**src/rtl/prcf_ram.sv**
```systemverilog
`default_nettype none

module prcf_ram #(
  parameter int WIDTH = 18,
  parameter int DEPTH = 256
) (
  input  wire logic                     clk,
  input  wire logic                     we,
  input  wire logic [$clog2(DEPTH)-1:0] waddr,
  input  wire logic [WIDTH-1:0]         wdata,
  input  wire logic [$clog2(DEPTH)-1:0] raddr,
  output logic      [WIDTH-1:0]         rdata
);

  logic [WIDTH-1:0] mem [DEPTH];

  always_ff @(posedge clk) begin
    if (we) begin
      mem[waddr] <= wdata;
    end
    rdata <= mem[raddr];
  end

endmodule

`default_nettype wire

```
**config.mk**
```make
export PLATFORM = sky130hd
export DESIGN_NAME = prcf_ram
export DESIGN_NICKNAME = d
export VERILOG_FILES = /design/src/rtl/prcf_ram.sv
export SDC_FILE = /design/constraint.sdc
export NUM_CORES = 2
export LEC_CHECK = 0
export BUFFER_PORTS_ARGS = -buffer_cell sky130_fd_sc_hd__buf_2
export CORE_ASPECT_RATIO = 1.75
export CORE_MARGIN = 10
export CORE_UTILIZATION = 45
export DETAILED_ROUTE_END_ITERATION = 10
export PLACE_DENSITY = 0.71
export SYNTH_ARGS = -nofsm -noshare
export SYNTH_HDL_FRONTEND = slang
export SYNTH_MEMORY_MAX_BITS = 65536
export SYNTH_SLANG_ARGS = --single-unit
```
**constraint.sdc**
```tcl
create_clock -name clk -period 6.81 [get_ports clk]
set_input_delay 0.3405 -clock clk [delete_from_list [all_inputs] [get_ports clk]]
set_output_delay 0.3405 -clock clk [all_outputs]
set_load 0.02 [all_outputs]
```
==> results.cfg <==
[outcome]
outcome = finished, violations left
violations = max-capacitance violations, max-slew violations

[die]
chipWidth_um = 496
die_h_um = 853
core_mm2 = 0.394
dieArea_mm2 = 0.423
io_pins = 54
fp-row-count = 305
initial_core_util = 0.452

[grt]
track_usage = 0.226
grt_pass1_vias = 89100
grt_overflow = 0
antenna_found_initial = 26
grt_max_degree = 180
grt_pass1_wl_um = 684000

[yosys]
synth-xor-area-share = 0
synthTopCellsByArea = edfxtp_1, mux4_2, mux2i_1, o221ai_1, o22ai_1
yosysTopAreaCell = edfxtp_1
synth-simple-area-share = 0.0166
netlist_area_mm2 = 0.178
ys_seq_area_frac = 0.778
synth.top_cell.area_share = 0.776
synthAdderAreaFrac = 0
synth_mux_area_frac = 0.154
synth-edff-count = 4608
yosys.cell_types.count = 41
synthCells = 8281
syn_nets = 8317
ys_seq_elements = 4626
yosysMostFrequentCell = edfxtp_1
postSynthAreaPerCell_um2 = 21.5
synth-main-ff-cell = edfxtp_1
synth_compound_area_frac = 0.0341
ys_async_sr_fraction = 0
synth_top_family_by_area = multiplexers
synth_warnings = 0
synth_common_cells = edfxtp_1, mux4_2, mux2i_1, o221ai_1, nor2_1

[sta]
tightest_slew_ns = 1.59
drv_slew = 3
finClkSkew_ns = 0.0753
whs_ns = 0.153
hold_viol_final = 0
max_freq_ghz = 0.248
rsz0062_at_grt = no
fin_crit_sh = 0.593
tns_ns = 0
slew_headroom = -0.0614
setup_viol = 0
period_needed_ns = 4.04

[job]
maxCapViolCount = 3

[clock_tree]
path_clk_slew_ns = 0.07
clk_path_buf_depth = 4
clock_latency_ns = 1.00
cts_sinks = 4626
cts_root_buffer = clkbuf_16
htreeDepth = 5
cts_buffers = 375
cts_tree = done

[placed_design]
port_buffers = 53
hpwl_um = 296000
place_congestion = 1.01

[drt]
ant_nets = 0
drt_iter0_drc = 11200
drc_errors = 0
wl_per_cell_um = 34.4
viasPerCell = 6.22
vias = 88100
first_pass_iters = 8
wl_um = 486000

[worst_setup_path]
setup.reg_to_reg.worst_slack_ns = 3.30
start_kind = input port
worstSetupPathType = input port to flip-flop
path_max_fanout = 86
max_stage_delay_ns = 1.01
end_kind = flip-flop
crit_slowest_cell = a22oi_1
regToRegEndpoint = rdata[8]
cp_cell_sequence = buf_12, buf_12, buf_4, mux4_2, mux4_2, a22oi_1, buf_4, a22o_1, nor4_2
r2r-start = mem[140][8]
required_ns = 7.66
cp_data_arrival_time_ns = 4.89
reg2reg_depth = 6

[pwr]
vdd_drop_max_v = 0.000246
p_leak_nw = 62.2
power.density_mw_per_mm2 = 285

[finish]
fin_nets = 8657
area_growth_pct = 11.7
layout-drive-gt1-share = 0.234

[min_path]
whs_endpoint = mem[240][7]
hold_class = input port to flip-flop
hp-start = waddr[4]
min_path_cells = 4
registers in the layout (all words and copies together), names as in the netlist:
signal  count
mem      4608
rdata      18
kinds of logic after synthesis:
| group | Yosys count |
|---|---|
| AO/OA/AOI/OAI | 862 |
| buffers and inverters | 500 |
| flip-flops | 4626 |
| multiplexers | 1656 |
| AND/OR/NAND/NOR | 637 |
through the flow:
step	cells	instance area (µm²)	setup WS [ns]	power, mW	utilization
4_1_cts	14100	199000	2.88	56.9	0.505
6_report	14200	199000	2.77	56.7	0.505
5_1_grt	14100	199000	2.77	58.0	0.505
3_5_place_dp	13400	186000	1.86	35.0	0.473
3_3_place_gp	13400	186000	1.87	34.9	0.473
2_1_floorplan	8281	178000	4.22	33.6	-
layout by cell type (no fill, tap or decap), drive strengths merged, types with 10 or more instances in the layout:
cell,synthesis,final
edfxtp,4608,4608
mux4,864,864
mux2i,792,792
buf,268,440
clkbuf,228,429
o221ai,318,318
nor2,290,290
o22ai,238,238
a21oi,190,190
nor3,159,159
clkinv,1,154
nand2,81,81
bufinv,0,54
a22oi,51,51
nor4,34,34
nand4,27,27
clkinvlp,0,26
diode,0,24
nand3,23,23
a31oi,20,20
a22o,19,19
dlygate4sd3,0,18
dfxtp,18,18
inv,3,15
o21ai,14,14
o211ai,10,10
power breakdown:
| part | switching [mW] | internal (mW) |
|---|---|---|
| combinational | 2.01 | 0.962 |
| clock | 10.0 | 12.3 |
| sequential | 0.0588 | 31.4 |
worst max path at each step:
stage	start	depth (start not counted)	slack, ns	end
after floorplan	waddr[3]	6	4.22	mem[235][0]
after global placement	raddr[0]	9	1.87	rdata[17]
after detailed placement	raddr[0]	9	1.86	rdata[17]
after CTS	raddr[0]	9	2.88	rdata[17]
after global routing	raddr[0]	9	2.77	rdata[17]
final	raddr[0]	9	2.77	rdata[17]
repair_timing:
action,4_1_cts,5_1_grt
gates resized for setup,0,0
endpoints found under the hold margin,1118,0
hold buffers,18,0
buffers inserted,0,0
final cells by class:
type	count	area, µm²
Tap cell	5219	6530
Sequential cell	4626	139000
Inverter	4	27.5
Timing Repair Buffer	459	4060
Fill cell	30200	195000
Antenna cell	24	60.1
Multi-Input combinational cell	3155	37200
Clock buffer	428	9730
Clock inverter	245	2670
per-layer routing:
metal | track usage | up-vias | routed length (µm)
met3 | 0.0334 | 1053 | 37400
li1 | - | 35800 | -
met5 | 0 | - | 24
met1 | 0.261 | 46600 | 159000
met2 | 0.381 | 4729 | 246000
met4 | 0.169 | 4 | 43900
critical path: cells and delay by family:
kind            cells  cell delay (ns)
mux                 2             1.06
buf+inv             4             1.54
simple gates        1             0.09
compound gates      2             1.33
No activity file was read; power rests on OpenSTA's default activity.
